### src/rtl/scsp_pkg.sv
// Shared types and constants of the S-curve speed profile planner.
package scsp_pkg;

  // Width of a speed value in 1/256 rpm, and of a ramp length or position in ticks.
  localparam int unsigned SPD_W = 16;

  // One smoothstep ramp: start speed, end speed, length in ticks, position in ticks.
  typedef struct packed {
    logic [SPD_W-1:0] origin;
    logic [SPD_W-1:0] target;
    logic [SPD_W-1:0] length;
    logic [SPD_W-1:0] pos;
  } curve_t;

endpackage

### src/rtl/scsp_curve_eval.sv
// Shared-arithmetic evaluation of one smoothstep ramp point: serial divider and one multiplier.
module scsp_curve_eval (
  input  logic                        clk_i,
  input  logic                        rst_ni,
  input  logic                        start_i,
  input  scsp_pkg::curve_t            curve_i,
  output logic                        done_o,
  output logic [scsp_pkg::SPD_W-1:0]  value_o
);
  import scsp_pkg::*;

  localparam logic [2:0] E_IDLE = 3'd0;
  localparam logic [2:0] E_DIV  = 3'd1;
  localparam logic [2:0] E_MUL1 = 3'd2;
  localparam logic [2:0] E_MUL2 = 3'd3;
  localparam logic [2:0] E_MUL3 = 3'd4;
  localparam logic [2:0] E_SUM  = 3'd5;

  localparam int unsigned DIV_STEPS = 16;
  localparam logic [17:0] KNEE = 18'd196608;  // 3.0 in Q16

  logic [2:0]       state_q, state_d;
  logic [3:0]       cnt_q, cnt_d;
  logic [SPD_W-1:0] rem_q, rem_d;
  logic [SPD_W-1:0] quo_q, quo_d;
  logic [SPD_W-1:0] len_q, len_d;
  logic [SPD_W-1:0] t2_q, t2_d;
  logic [16:0]      s_q, s_d;
  logic [SPD_W-1:0] step_q, step_d;
  logic [SPD_W-1:0] mag_q, mag_d;
  logic [SPD_W-1:0] origin_q, origin_d;
  logic             up_q, up_d;
  logic             done_q, done_d;
  logic [SPD_W-1:0] value_q, value_d;

  logic [16:0] r2;
  logic [16:0] diff;
  logic        ge;
  logic [17:0] knee_term;
  logic [16:0] mul_a;
  logic [17:0] mul_b;
  logic [34:0] prod;
  logic [31:0] rounded;

  // Restoring division step: the quotient stays below one because pos < length.
  assign r2        = {rem_q, 1'b0};
  assign diff      = r2 - {1'b0, len_q};
  assign ge        = (r2 >= {1'b0, len_q});
  assign knee_term = KNEE - {1'b0, quo_q, 1'b0};

  always_comb begin
    unique case (state_q)
      E_MUL1: begin
        mul_a = {1'b0, quo_q};
        mul_b = {2'b00, quo_q};
      end
      E_MUL2: begin
        mul_a = {1'b0, t2_q};
        mul_b = knee_term;
      end
      E_MUL3: begin
        mul_a = s_q;
        mul_b = {2'b00, mag_q};
      end
      default: begin
        mul_a = '0;
        mul_b = '0;
      end
    endcase
  end

  assign prod    = {18'd0, mul_a} * {17'd0, mul_b};
  assign rounded = prod[31:0] + 32'd32768;

  always_comb begin
    state_d  = state_q;
    cnt_d    = cnt_q;
    rem_d    = rem_q;
    quo_d    = quo_q;
    len_d    = len_q;
    t2_d     = t2_q;
    s_d      = s_q;
    step_d   = step_q;
    mag_d    = mag_q;
    origin_d = origin_q;
    up_d     = up_q;
    done_d   = 1'b0;
    value_d  = value_q;
    unique case (state_q)
      E_IDLE: begin
        if (start_i) begin
          if (curve_i.length == '0 || curve_i.pos >= curve_i.length) begin
            value_d = curve_i.target;
            done_d  = 1'b1;
          end else begin
            rem_d    = curve_i.pos;
            quo_d    = '0;
            cnt_d    = '0;
            len_d    = curve_i.length;
            origin_d = curve_i.origin;
            up_d     = (curve_i.target >= curve_i.origin);
            mag_d    = (curve_i.target >= curve_i.origin) ?
                       (curve_i.target - curve_i.origin) :
                       (curve_i.origin - curve_i.target);
            state_d  = E_DIV;
          end
        end
      end
      E_DIV: begin
        rem_d = ge ? diff[SPD_W-1:0] : r2[SPD_W-1:0];
        quo_d = {quo_q[SPD_W-2:0], ge};
        cnt_d = cnt_q + 4'd1;
        if (cnt_q == 4'(DIV_STEPS - 1)) begin
          state_d = E_MUL1;
        end
      end
      E_MUL1: begin
        t2_d    = prod[31:16];
        state_d = E_MUL2;
      end
      E_MUL2: begin
        s_d     = prod[32:16];
        state_d = E_MUL3;
      end
      E_MUL3: begin
        step_d  = rounded[31:16];
        state_d = E_SUM;
      end
      E_SUM: begin
        value_d = up_q ? (origin_q + step_q) : (origin_q - step_q);
        done_d  = 1'b1;
        state_d = E_IDLE;
      end
      default: begin
        state_d = E_IDLE;
      end
    endcase
  end

  always_ff @(posedge clk_i or negedge rst_ni) begin
    if (!rst_ni) begin
      state_q <= E_IDLE;
      done_q  <= 1'b0;
    end else begin
      state_q <= state_d;
      done_q  <= done_d;
    end
  end

  always_ff @(posedge clk_i) begin
    cnt_q    <= cnt_d;
    rem_q    <= rem_d;
    quo_q    <= quo_d;
    len_q    <= len_d;
    t2_q     <= t2_d;
    s_q      <= s_d;
    step_q   <= step_d;
    mag_q    <= mag_d;
    origin_q <= origin_d;
    up_q     <= up_d;
    value_q  <= value_d;
  end

  assign done_o  = done_q;
  assign value_o = value_q;

endmodule

### src/rtl/s_curve_speed_profile_planner.sv
// Top level of the S-curve speed profile planner: phase sequencer, segment walk and result register.
//
// Usage. Each input item on the s_axis channel is one control event: tuser carries the action
// (tick, start key, exit), tdata carries yaw, the finish detector flag and the offset magnitude.
// Every accepted item yields exactly one result item on the m_axis channel with the speed
// command, phase, segment index, damping level, tracking and integral-clear flags, the motor
// stop pulse and the latched finish time.
// The cfg channel writes the six segment registers, the finish yaw threshold and the stop ramp
// length; it is always ready and should only be used while no item is in flight.
// Sequencing. Start, exit, unused and ignored items go from the accept straight to the push
// state, which loads the output register once it is free. Each ramp point costs one pass of
// the shared curve unit: the serial divider, the multiplier for t squared, the smoothstep and
// the scaled step, a final add and the done flag, or a direct answer with the target when the
// ramp has ended or has zero length. A finish-phase tick advances the ramp and needs one pass.
// A run tick walks the segments one step at a time, then needs one pass, or two passes when it
// enters a new segment. One item is processed at a time; s_axis_tready is high only while the
// sequencer is idle, so a new item is taken only after the last result is in the output register.
// Reset puts the block in the idle phase with the default table and a zero speed command.
// When the receiver stalls, the finished result waits in the output register; the next item
// is still accepted and processed, and its result waits until the register is free.
module s_curve_speed_profile_planner (
  input  logic        clk_i,
  input  logic        rst_ni,
  // Input items.
  input  logic        s_axis_tvalid,
  output logic        s_axis_tready,
  input  logic [31:0] s_axis_tdata,   // yaw [15:0], finish_seen [16], offset_magnitude [28:17]
  input  logic [1:0]  s_axis_tuser,   // action [1:0]
  // Result items.
  output logic        m_axis_tvalid,
  input  logic        m_axis_tready,
  output logic [63:0] m_axis_tdata,   // speed_command [15:0], phase [17:16],
                                      // segment_index [20:18], damping_level [22:21],
                                      // run_tracking [23], clear_integral [24],
                                      // stop_motors [25], finish_time [57:26]
  // Configuration writes.
  input  logic        cfg_valid_i,
  output logic        cfg_ready_o,
  input  logic [2:0]  cfg_index_i,
  input  logic [47:0] cfg_data_i
);
  import scsp_pkg::*;

  localparam int unsigned NUM_SEGS = 6;

  localparam logic [1:0] PH_IDLE   = 2'd0;
  localparam logic [1:0] PH_RUN    = 2'd1;
  localparam logic [1:0] PH_FINISH = 2'd2;
  localparam logic [1:0] PH_STOP   = 2'd3;

  localparam logic [1:0] ACT_TICK  = 2'd0;
  localparam logic [1:0] ACT_START = 2'd1;
  localparam logic [1:0] ACT_EXIT  = 2'd2;
  localparam logic [1:0] ACT_NONE  = 2'd3;

  localparam logic [2:0] REG_FINISH_MIN_YAW  = 3'd6;
  localparam logic [2:0] REG_STOP_RAMP_TICKS = 3'd7;

  localparam logic [1:0] DAMP_LOW  = 2'd0;
  localparam logic [1:0] DAMP_MID  = 2'd1;
  localparam logic [1:0] DAMP_HIGH = 2'd2;
  localparam logic [1:0] DAMP_KEEP = 2'd3;

  localparam logic [11:0] OFF_HIGH   = 12'd120;
  localparam logic [11:0] OFF_MID    = 12'd60;
  localparam logic [15:0] STOP_SPEED = 16'd384;  // 1.5 rpm
  localparam logic [2:0]  HOLD_TICKS = 3'd5;

  localparam logic [47:0] SEG_RESET [NUM_SEGS] = '{
    48'd1090519190, 48'd2148574167040, 48'd4295772602488,
    48'd6443256250368, 48'd9020521840760, 48'd12026998947840
  };
  localparam logic [15:0] FMIN_RESET  = 16'd3200;
  localparam logic [15:0] SRAMP_RESET = 16'd250;

  localparam logic [2:0] ST_IDLE    = 3'd0;
  localparam logic [2:0] ST_WALK    = 3'd1;
  localparam logic [2:0] ST_OLDWAIT = 3'd2;
  localparam logic [2:0] ST_ADV     = 3'd3;
  localparam logic [2:0] ST_NEWGO   = 3'd4;
  localparam logic [2:0] ST_NEWWAIT = 3'd5;
  localparam logic [2:0] ST_PUSH    = 3'd6;

  // Configuration registers.
  logic [47:0] seg_q [NUM_SEGS];
  logic [15:0] fmin_q;
  logic [15:0] sramp_q;

  // Sequencer and profile state.
  logic [2:0]  state_q, state_d;
  logic [1:0]  phase_q, phase_d;
  logic [2:0]  seg_ptr_q, seg_ptr_d;
  curve_t      curve_q, curve_d;
  logic [2:0]  hold_q, hold_d;
  logic [11:0] last_off_q, last_off_d;
  logic [31:0] elapsed_q, elapsed_d;
  logic [31:0] latched_q, latched_d;
  logic [15:0] speed_q, speed_d;

  // Captured item and per-item results.
  logic [15:0] yaw_q, yaw_d;
  logic        fin_q, fin_d;
  logic [11:0] off_q, off_d;
  logic [1:0]  damp_q, damp_d;
  logic        track_q, track_d;
  logic        clr_q, clr_d;
  logic        stopm_q, stopm_d;

  // Segment walk.
  logic [2:0]  idx_q, idx_d;
  logic [2:0]  walk_i_q, walk_i_d;
  logic [15:0] nxt_spd_q, nxt_spd_d;
  logic [15:0] nxt_ramp_q, nxt_ramp_d;
  logic [47:0] walk_seg;
  logic [2:0]  idx_start;

  // Result register.
  logic        m_valid_q, m_valid_d;
  logic [63:0] out_q, out_d;
  logic        load_out;

  logic        eval_start;
  logic        eval_done;
  logic [15:0] eval_value;
  logic [31:0] elapsed_inc;
  logic [1:0]  damp_now;

  scsp_curve_eval u_eval (
    .clk_i   (clk_i),
    .rst_ni  (rst_ni),
    .start_i (eval_start),
    .curve_i (curve_q),
    .done_o  (eval_done),
    .value_o (eval_value)
  );

  // The walk reads one table entry per cycle; positions past the table read as zero.
  always_comb begin
    unique case (walk_i_q)
      3'd0:    walk_seg = seg_q[0];
      3'd1:    walk_seg = seg_q[1];
      3'd2:    walk_seg = seg_q[2];
      3'd3:    walk_seg = seg_q[3];
      3'd4:    walk_seg = seg_q[4];
      3'd5:    walk_seg = seg_q[5];
      default: walk_seg = '0;
    endcase
  end

  assign idx_start   = (seg_ptr_q > 3'(NUM_SEGS - 1)) ? 3'(NUM_SEGS - 1) : seg_ptr_q;
  assign elapsed_inc = (elapsed_q == '1) ? elapsed_q : elapsed_q + 32'd1;

  always_comb begin
    priority if (off_q > OFF_HIGH) begin
      damp_now = DAMP_HIGH;
    end else if (off_q > OFF_MID) begin
      damp_now = DAMP_MID;
    end else begin
      damp_now = DAMP_LOW;
    end
  end

  always_comb begin
    state_d    = state_q;
    phase_d    = phase_q;
    seg_ptr_d  = seg_ptr_q;
    curve_d    = curve_q;
    hold_d     = hold_q;
    last_off_d = last_off_q;
    elapsed_d  = elapsed_q;
    latched_d  = latched_q;
    speed_d    = speed_q;
    yaw_d      = yaw_q;
    fin_d      = fin_q;
    off_d      = off_q;
    damp_d     = damp_q;
    track_d    = track_q;
    clr_d      = clr_q;
    stopm_d    = stopm_q;
    idx_d      = idx_q;
    walk_i_d   = walk_i_q;
    nxt_spd_d  = nxt_spd_q;
    nxt_ramp_d = nxt_ramp_q;
    eval_start = 1'b0;
    load_out   = 1'b0;

    unique case (state_q)
      ST_IDLE: begin
        if (s_axis_tvalid) begin
          yaw_d   = s_axis_tdata[15:0];
          fin_d   = s_axis_tdata[16];
          off_d   = s_axis_tdata[28:17];
          damp_d  = DAMP_KEEP;
          track_d = 1'b0;
          clr_d   = 1'b0;
          stopm_d = 1'b0;
          state_d = ST_PUSH;
          unique case (s_axis_tuser)
            ACT_START: begin
              // A start key outside idle is ignored.
              if (phase_q == PH_IDLE) begin
                phase_d   = PH_RUN;
                elapsed_d = '0;
                seg_ptr_d = '0;
                curve_d   = '{origin: '0, target: seg_q[0][31:16],
                              length: seg_q[0][15:0], pos: '0};
                speed_d   = '0;
              end
            end
            ACT_EXIT: begin
              phase_d = PH_IDLE;
              speed_d = '0;
              stopm_d = 1'b1;
            end
            ACT_TICK: begin
              if (phase_q == PH_RUN) begin
                idx_d    = idx_start;
                walk_i_d = idx_start + 3'd1;
                state_d  = ST_WALK;
              end else if (phase_q == PH_FINISH) begin
                state_d = ST_ADV;
              end
            end
            ACT_NONE: begin
              // Unused action: the result shows the held state.
            end
            default: begin
            end
          endcase
        end
      end

      ST_WALK: begin
        // Move forward while the yaw has reached the next breakpoint.
        if (walk_i_q < 3'(NUM_SEGS) && yaw_q >= walk_seg[47:32]) begin
          idx_d      = walk_i_q;
          nxt_spd_d  = walk_seg[31:16];
          nxt_ramp_d = walk_seg[15:0];
          walk_i_d   = walk_i_q + 3'd1;
        end else if (idx_q != seg_ptr_q) begin
          // New segment: the ramp restarts from the current ramp value.
          eval_start = 1'b1;
          state_d    = ST_OLDWAIT;
        end else begin
          state_d = ST_ADV;
        end
      end

      ST_OLDWAIT: begin
        if (eval_done) begin
          curve_d   = '{origin: eval_value, target: nxt_spd_q, length: nxt_ramp_q, pos: '0};
          seg_ptr_d = idx_q;
          state_d   = ST_ADV;
        end
      end

      ST_ADV: begin
        if (curve_q.length != '0 && curve_q.pos < curve_q.length) begin
          curve_d.pos = curve_q.pos + 16'd1;
        end
        state_d = ST_NEWGO;
      end

      ST_NEWGO: begin
        eval_start = 1'b1;
        state_d    = ST_NEWWAIT;
      end

      ST_NEWWAIT: begin
        if (eval_done) begin
          speed_d = eval_value;
          damp_d  = damp_now;
          // Tracking stays off while the hold counter runs down.
          if (hold_q == '0) begin
            track_d = 1'b1;
          end else begin
            hold_d = hold_q - 3'd1;
          end
          if (phase_q == PH_RUN) begin
            elapsed_d  = elapsed_inc;
            clr_d      = (last_off_q > OFF_MID) && (off_q <= OFF_MID);
            last_off_d = off_q;
            if (yaw_q > fmin_q && fin_q) begin
              phase_d   = PH_FINISH;
              latched_d = elapsed_inc;
              hold_d    = HOLD_TICKS;
              curve_d   = '{origin: eval_value, target: '0, length: sramp_q, pos: '0};
            end
          end else if (eval_value < STOP_SPEED) begin
            phase_d = PH_STOP;
            speed_d = '0;
            stopm_d = 1'b1;
          end
          state_d = ST_PUSH;
        end
      end

      ST_PUSH: begin
        if (!m_valid_q || m_axis_tready) begin
          load_out = 1'b1;
          state_d  = ST_IDLE;
        end
      end

      default: begin
        state_d = ST_IDLE;
      end
    endcase
  end

  assign m_valid_d = load_out | (m_valid_q & ~m_axis_tready);
  assign out_d     = load_out ?
                     {6'd0, latched_q, stopm_q, clr_q, track_q, damp_q, seg_ptr_q,
                      phase_q, speed_q} : out_q;

  always_ff @(posedge clk_i or negedge rst_ni) begin
    if (!rst_ni) begin
      state_q    <= ST_IDLE;
      phase_q    <= PH_IDLE;
      seg_ptr_q  <= '0;
      curve_q    <= '{origin: '0, target: SEG_RESET[0][31:16],
                      length: SEG_RESET[0][15:0], pos: '0};
      hold_q     <= '0;
      last_off_q <= '0;
      elapsed_q  <= '0;
      latched_q  <= '0;
      speed_q    <= '0;
      m_valid_q  <= 1'b0;
    end else begin
      state_q    <= state_d;
      phase_q    <= phase_d;
      seg_ptr_q  <= seg_ptr_d;
      curve_q    <= curve_d;
      hold_q     <= hold_d;
      last_off_q <= last_off_d;
      elapsed_q  <= elapsed_d;
      latched_q  <= latched_d;
      speed_q    <= speed_d;
      m_valid_q  <= m_valid_d;
    end
  end

  always_ff @(posedge clk_i) begin
    yaw_q      <= yaw_d;
    fin_q      <= fin_d;
    off_q      <= off_d;
    damp_q     <= damp_d;
    track_q    <= track_d;
    clr_q      <= clr_d;
    stopm_q    <= stopm_d;
    idx_q      <= idx_d;
    walk_i_q   <= walk_i_d;
    nxt_spd_q  <= nxt_spd_d;
    nxt_ramp_q <= nxt_ramp_d;
    out_q      <= out_d;
  end

  // Configuration registers take a write in any cycle.
  always_ff @(posedge clk_i or negedge rst_ni) begin
    if (!rst_ni) begin
      for (int i = 0; i < NUM_SEGS; i++) begin
        seg_q[i] <= SEG_RESET[i];
      end
      fmin_q  <= FMIN_RESET;
      sramp_q <= SRAMP_RESET;
    end else if (cfg_valid_i) begin
      priority if (cfg_index_i < 3'(NUM_SEGS)) begin
        seg_q[cfg_index_i] <= cfg_data_i;
      end else if (cfg_index_i == REG_FINISH_MIN_YAW) begin
        fmin_q <= cfg_data_i[15:0];
      end else if (cfg_index_i == REG_STOP_RAMP_TICKS) begin
        sramp_q <= cfg_data_i[15:0];
      end
    end
  end

  assign s_axis_tready = (state_q == ST_IDLE);
  assign m_axis_tvalid = m_valid_q;
  assign m_axis_tdata  = out_q;
  assign cfg_ready_o   = 1'b1;

  // The curve unit only answers while the sequencer waits for it.
  a_eval_done_in_wait: assert property (@(posedge clk_i) disable iff (!rst_ni)
    eval_done |-> (state_q == ST_OLDWAIT || state_q == ST_NEWWAIT))
    else $error("curve unit finished outside a wait state");

  // A motor stop pulse goes out only with the idle or stopped phase.
  a_stop_phase: assert property (@(posedge clk_i) disable iff (!rst_ni)
    (m_valid_q && out_q[25]) |-> (out_q[17:16] == PH_IDLE || out_q[17:16] == PH_STOP))
    else $error("stop pulse with a running phase");

  // The reported segment stays inside the table.
  a_seg_range: assert property (@(posedge clk_i) disable iff (!rst_ni)
    m_valid_q |-> (out_q[20:18] < 3'(NUM_SEGS)))
    else $error("segment index out of range");

  // Tracking is only enabled on a tick that also chose a damping level.
  a_track_damp: assert property (@(posedge clk_i) disable iff (!rst_ni)
    (m_valid_q && out_q[23]) |-> (out_q[22:21] != DAMP_KEEP))
    else $error("tracking enabled without a damping choice");

endmodule

### config.mk
export PLATFORM = sky130hd
export DESIGN_NAME = s_curve_speed_profile_planner
export DESIGN_NICKNAME = d
export VERILOG_FILES = /design/src/rtl/scsp_pkg.sv /design/src/rtl/scsp_curve_eval.sv /design/src/rtl/s_curve_speed_profile_planner.sv
export SDC_FILE = /design/constraint.sdc
export NUM_CORES = 2
export LEC_CHECK = 0
export BUFFER_PORTS_ARGS = -buffer_cell sky130_fd_sc_hd__buf_2
export CAP_MARGIN = 20
export CORE_ASPECT_RATIO = 1.1
export CORE_MARGIN = 1
export CORE_UTILIZATION = 59
export CTS_BUF_LIST = sky130_fd_sc_hd__clkbuf_4 sky130_fd_sc_hd__clkbuf_8
export CTS_CLUSTER_DIAMETER = 30
export DETAILED_ROUTE_END_ITERATION = 8
export GPL_TIMING_DRIVEN = 1
export HOLD_SLACK_MARGIN = 0.06
export MAX_ROUTING_LAYER = met4
export PLACE_DENSITY_LB_ADDON = 0.15
export SETUP_SLACK_MARGIN = 0.4
export SLEW_MARGIN = 10
export SYNTH_ARGS = -nofsm -noshare
export SYNTH_HDL_FRONTEND = slang
export SYNTH_SLANG_ARGS = --single-unit
### constraint.sdc
create_clock -name clk_i -period 8.25 [get_ports clk_i]
set_clock_uncertainty 0.15 [all_clocks]
set_input_delay 0.825 -clock clk_i [delete_from_list [all_inputs] [get_ports clk_i]]
set_output_delay 0.825 -clock clk_i [all_outputs]
set_load 0.03 [all_outputs]
## After elaboration in Yosys (flattened, before gate mapping)

Cells that the tools add are included.

- Register bits: 772
- Bits in latches: 0
- Memory bits (writable): 0
- ROM bits: 0
- Output and inout port bits: 67
- Word-level logic and storage cells: 291
- Memories: 0

- $add $sub $neg: 13
- Multipliers: 1
- Divide/modulo/power cells: 0
- Order comparisons: 16
- Equal/unequal tests: 49
- Shift operators: 0
- Multiplexer cells: 112
- Bitwise logic cells: 7
- Reductions and logical operators: 47

Operators with widths:

| cell | count |
|---|---|
| $mux W64 | 7 |
| $bwmux W288 | 1 |
| $pmux W48 S6 | 1 |
| $mux W16 | 15 |
| $mux W32 | 6 |
| $pmux W16 S2 | 5 |
| $demux W48 S3 | 1 |
| $pmux W48 S3 | 1 |
| $mux W3 | 27 |
| $pmux W16 S4 | 1 |
| $pmux W32 S2 | 1 |
| $sub A16 B16 Y16 | 4 |
| $pmux W18 S3 | 1 |
| $pmux W17 S3 | 1 |
| $ge A16 B16 Y1 | 3 |
| $mux W48 | 1 |
| $mul A17 B18 Y33 | 1 |
| $add A32 B1 Y32 const B | 1 |
| $add A32 B16 Y32 const B | 1 |
| $eq A32 B32 Y1 const B | 1 |
| $eq A3 B3 Y1 const B | 9 |
| $reduce_and A5 Y1 | 5 |
| $gt A12 B6 Y1 const B | 2 |
| $ne A2 B2 Y1 const B | 12 |
| other kinds (55) | 137 |

## Logic depth before layout (Yosys ltp)

- Word-level depth: 8
- Mapped depth: 31
- Gate-level depth less buffers: 29

## Modules after synthesis

Synthesis repeated with hierarchy kept, for this count alone.

- Cells, all modules: 4244
- Area, all modules: 46908.7 um^2

Modules (own cells, without submodules):

| module | instances | cells an instance | area an instance (um^2) |
|---|---|---|---|
| s_curve_speed_profile_planner | 1 | 2052 | 27068.5 |
| scsp_curve_eval | 1 | 2192 | 19840.3 |

## Worst setup path before layout

OpenSTA, ideal clock, no wires.

- Path type: register to register
- From: register u_eval.state_q[2]
- To: register u_eval.step_q[11] (data pin)
- Library setup time: 261 ps
- Data arrival time: 8037 ps
- Data required time: 7839 ps
- Setup slack: -198 ps
- Cell stages (with the launch flop): 30
- Buffers on the path: 3
- Period minus slack after synthesis: 8448 ps
- Path through: dfrtp_1 -> clkbuf_1 -> nand2b_1 -> clkbuf_1 -> nor2_1 -> a22oi_1 -> and2_1 -> clkbuf_1 -> nor2_1 -> fa_1 -> inv_1 -> fa_1 -> fa_1 -> fa_1 -> inv_1 -> fa_1 -> inv_1 -> fa_1 -> inv_1 -> ha_1 -> a21o_1 -> a21o_1 -> a21oi_1 -> mux2_2 -> a311oi_1 -> ha_1 -> nand4_2 -> a31oi_2 -> or3b_1 -> xnor2_1

- Word-level cells in the longest chain between the ends: 4
- Elaborated cells on any way between the ends: 7
- Classes of those cells: add/sub: 1; mul: 1; eq/ne: 3; mux: 2

RTL lines:

| item | line | source |
|---|---|---|
| start: declaration | scsp_curve_eval.sv:22 | `logic [2:0] state_q, state_d;` |
| start signal: assignment | scsp_curve_eval.sv:145 | `state_q <= state_d;` |
| $eq A3 B3 Y1 / $eq A3 B2 Y1 (equally long branches) | scsp_curve_eval.sv:52 | `unique case (state_q)` |
| $pmux W17 S3 / $pmux W18 S3 (equally long branches) | scsp_curve_eval.sv:52 |  |
| $mul A17 B18 Y33 * | scsp_curve_eval.sv:72 | `assign prod = {18'd0, mul_a} * {17'd0, mul_b};` |
| $add A32 B16 Y32 * | scsp_curve_eval.sv:73 | `assign rounded = prod[31:0] + 32'd32768;` |
| named net u_eval.rounded[27] | scsp_curve_eval.sv:43 | `logic [31:0] rounded;` |
| end signal: assignment | scsp_curve_eval.sv:157 | `step_q <= step_d;` |
| end: declaration | scsp_curve_eval.sv:29 | `logic [SPD_W-1:0] step_q, step_d;` |

The timed path passes the listed nets; every way through them passes the cells marked *.
A chain may end at the register's enable or synchronous reset.

## Worst setup path in the final report

- From: register u_eval.quo_q[6]
- To: register u_eval.step_q[15] (data pin)

- Word-level cells in the longest chain between the ends: 4
- Elaborated cells on any way between the ends: 5
- Classes of those cells: add/sub: 2; mul: 1; mux: 2

RTL lines:

| item | line | source |
|---|---|---|
| start: declaration | scsp_curve_eval.sv:25 | `logic [SPD_W-1:0] quo_q, quo_d;` |
| start signal: assignment | scsp_curve_eval.sv:153 | `quo_q <= quo_d;` |
| $sub A18 B17 Y18 | scsp_curve_eval.sv:49 | `assign knee_term = KNEE - {1'b0, quo_q, 1'b0};` |
| $pmux W18 S3 | scsp_curve_eval.sv:52 |  |
| $mul A17 B18 Y33 * | scsp_curve_eval.sv:72 |  |
| named net u_eval.prod[22] | scsp_curve_eval.sv:42 | `logic [34:0] prod;` |
| $add A32 B16 Y32 * | scsp_curve_eval.sv:73 |  |
| named net u_eval.rounded[31] | scsp_curve_eval.sv:43 |  |

Marks and branches as above.

==> impl_metrics.ini <==
[pwr]
p_seq_share_pct = 38.8
power_frac_comb_pct = 33.1
switching_share_pct = 35.47
power_density_nw_per_um2 = 271.5
p_int_mw = 9.469
p_total_mw = 14.67
switchingPower_mw = 5.206
power_leakage_nw = 23.68
ir_worst_vdd_mv = 0.2287
p_clk_share_pct = 28.1

[global_route]
grt_pass1_vias = 34480
grt_usage_pct = 31.53
overflow = 0
antenna_found_initial = 7
grt_pass1_wl_um = 190000
grt_start_max_net_pins = 153

[timing]
max_freq_mhz = 122.7
setup_viol = 0
finalCritPeriodShare_pct = 98.82
drv_slew = 0
worst_slew_pin_slew_ns = 1.039
fin_crit_ns = 8.153
setup_ws_ns = 0.09713
hold_violations = 0
fin_hold_ws_ns = 0.1671
max-slew-margin-rel_pct = 30.75
rsz0062_at_grt = true

[logic_synthesis]
seq_area_frac_synth_pct = 44.92
ys.flop_type = dfrtp_1
synth_warnings = 0
synth_seq_cells = 772
syn_area_um2 = 46320
netlist-cell-type-count = 91
synthArstFlopShare_pct = 63.73
synth.avg_cell_area_um2 = 10.84
synth_edf_count = 280
synthCells = 4272

[run_status]
status = completed

[clock_network]
numCtsBuffers = 145
cts_buffer_depth = 3
clockRootBuffer = clkbuf_8
clk_latency_ns = 0.82
cts_sinks = 772
cts-htree-levels = 4
cts_tree = done
path_clk_slew_ns = 0.06

[drt]
wl_met3_um = 6964
ant_nets = 0
drt_iter0_drc = 2571
top_layer = met4
drt_pass1_iterations = 6
wl_met1_um = 49380
vias_per_cell = 5.852
vias = 33810
route.detailed.wl_per_inst_um = 20.77
routed_wl_um = 120000
dr_wl_met2_um = 59320
post-route-drc-count = 0

[worst_setup_path]
arrival_ns = 8.57
startpoint_type = register
ff2ff_path_depth = 31
slowest_delay_ns = 0.63
cp_data_required_time_ns = 8.67
critPathMaxFanout = 4
cp_common_cell = fa_1
worstSetupEndpointType = register
critPathKind = reg -> reg
cp_slowest_cell = or4_4

[die]
design.core.area_um2 = 77520
io_pins = 157
floorplan.initialDensity_pct = 59.75
rows = 107
fp.dieH_um = 295.9
die_area_um2 = 79630
die_x_um = 269.2

[placement]
dp.cells = 5434
dp_slack_ns = -0.2885
dpl.hpwl_um = 82090
port_buffers = 146
place.gp.congestion = 0.9648

[hold_path]
min_path_cells = 2
hp-class = in -> reg

[cells_and_area]
final_cells = 5777
area_growth_syn_to_layout_pct = 16.67
final_cell_mix = 424 x dfrtp_1, 403 x inv_1, 401 x nand2_1
nNetsFinal = 5159
final_common_cell = dfrtp_1
fill_cells = 5838
drive_gt1_share_pct = 25.96

[flow_run]
drv_cap = 0
-- final cells by class --
cell class	instances	area, um2	area share [%]
Antenna cell	8	20.02	0.03704
Clock buffer	205	2596	4.804
Clock inverter	64	699.4	1.294
Inverter	423	1590	2.943
Multi-Input combinational cell	2879	24170	44.73
Sequential cell	772	20810	38.50
Tap cell	1035	1295	2.396
Timing Repair Buffer	391	2860	5.293
-- through the flow --
stage	area, um2	TNS [ns]	util [%]
detailed placement	49170	-1.327	63.43
CTS	53340	0	68.81
global route	54040	-0.4554	69.71
floorplan	46420	0	-
finish	54040	0	69.72
global placement	49140	-0.5925	63.40
-- kinds of logic after synthesis --
| logic type | count (synthesis) | synth area share [%] |
|---|---|---|
| flops | 772 | 44.92 |
| simple gates | 1090 | 10.84 |
| other cells | 2 | 0.01621 |
| fa+ha+maj | 457 | 16.23 |
| mux | 361 | 8.698 |
| buf+inv | 626 | 5.170 |
| xor+xnor | 130 | 2.474 |
| compound gates | 834 | 11.65 |
-- cell usage after synthesis (17+ instances only) --
| library cell | n | area share (%) |
|---|---|---|
| nor2b_1 | 28 | 0.38 |
| and2_1 | 43 | 0.58 |
| inv_1 | 422 | 3.4 |
| fa_1 | 240 | 10 |
| nor2_1 | 307 | 2.5 |
| mux2i_1 | 29 | 0.63 |
| a21oi_1 | 169 | 1.8 |
| xor2_1 | 47 | 0.89 |
| nand3_1 | 75 | 0.81 |
| o21a_1 | 38 | 0.62 |
| and3_1 | 23 | 0.31 |
| a221oi_1 | 18 | 0.34 |
| a22o_1 | 32 | 0.61 |
| buf_1 | 22 | 0.18 |
| nor4_1 | 24 | 0.32 |
| ha_1 | 217 | 5.9 |
| o21ai_0 | 229 | 2.5 |
| o21ai_1 | 17 | 0.18 |
| dfrtp_1 | 424 | 23 |
| a21o_1 | 42 | 0.68 |
| edfxtp_1 | 280 | 18 |
| o31ai_1 | 29 | 0.47 |
| nand4_1 | 34 | 0.46 |
| nand2b_1 | 18 | 0.24 |
| dfstp_2 | 68 | 3.9 |
| clkbuf_1 | 161 | 1.3 |
| mux2_2 | 332 | 8.1 |
| xnor2_1 | 82 | 1.6 |
| nand2_1 | 413 | 3.3 |
| nor3_1 | 46 | 0.50 |
| a22oi_1 | 151 | 2.4 |
-- per-layer routing --
layer / up-vias / global-route usage (%)
li1: 15560 / -
met1: 16950 / 39.54
met5: - / -
met4: 0 / 12.35
met3: 249 / 5.012
met2: 1052 / 51.60
-- registers in the layout (all words and copies together), names as in the netlist, 16 cells and up --
| register | count |
|---|---|
| u_eval.mag_q | 16 |
| u_eval.rem_q | 16 |
| u_eval.len_q | 16 |
| nxt_spd_q | 16 |
| nxt_ramp_q | 16 |
| sramp_q | 16 |
| latched_q | 32 |
| u_eval.value_o | 16 |
| m_axis_tdata | 58 |
| u_eval.s_q | 17 |
| speed_q | 16 |
| u_eval.t2_q | 16 |
| u_eval.step_q | 16 |
| u_eval.origin_q | 16 |
| seg_q | 288 |
| elapsed_q | 32 |
| yaw_q | 16 |
| u_eval.quo_q | 16 |
| fmin_q | 16 |
| curve_q | 64 |
-- path summary, 6_finish.rpt --
check	from	end	slack [ns]
setup / recovery	u_eval.quo_q[6]	u_eval.step_q[15]	0.1
hold reg to reg	clr_q	m_axis_tdata[24]	0.27
min in group asynchronous	rst_ni	seg_q[180]	0.55
hold / removal	cfg_data_i[32]	seg_q[128]	0.17
setup reg to reg	u_eval.quo_q[6]	u_eval.step_q[15]	0.1
max in group asynchronous	rst_ni	u_eval.state_q[1]	5.73
-- power by group through the flow --
stage / clock network (mW) / registers [mW] / logic [mW]
final: 4.12 / 5.70 / 4.86
after global placement: 0 / 5.70 / 4.61
after detailed placement: 0 / 5.74 / 4.70
after floorplan: 0 / 5.67 / 3.30
after CTS: 4.19 / 5.68 / 4.79
after global routing: 4.35 / 5.79 / 5.31
-- critical path, delay by kind of cell (launching register included) --
kind	cells	cell delay, ns
DFF	1	0.39
AOI/OAI and AO/OA	2	0.32
and+or+nand+nor	12	2.48
adders and majority gates	7	3.33
muxes	1	0.27
xor gates and xnor gates	2	0.33
buffers and inverters	7	0.67
-- repair_timing --
action / in CTS / in global routing
buffers inserted: 14 / 21
gates resized for setup: 106 / 113
hold endpoints to repair: 112 / 0
hold buffers: 30 / 0
pin swaps: 43 / 51
setup endpoints to repair: 26 / 27
(Power assumes the default switching activity.)
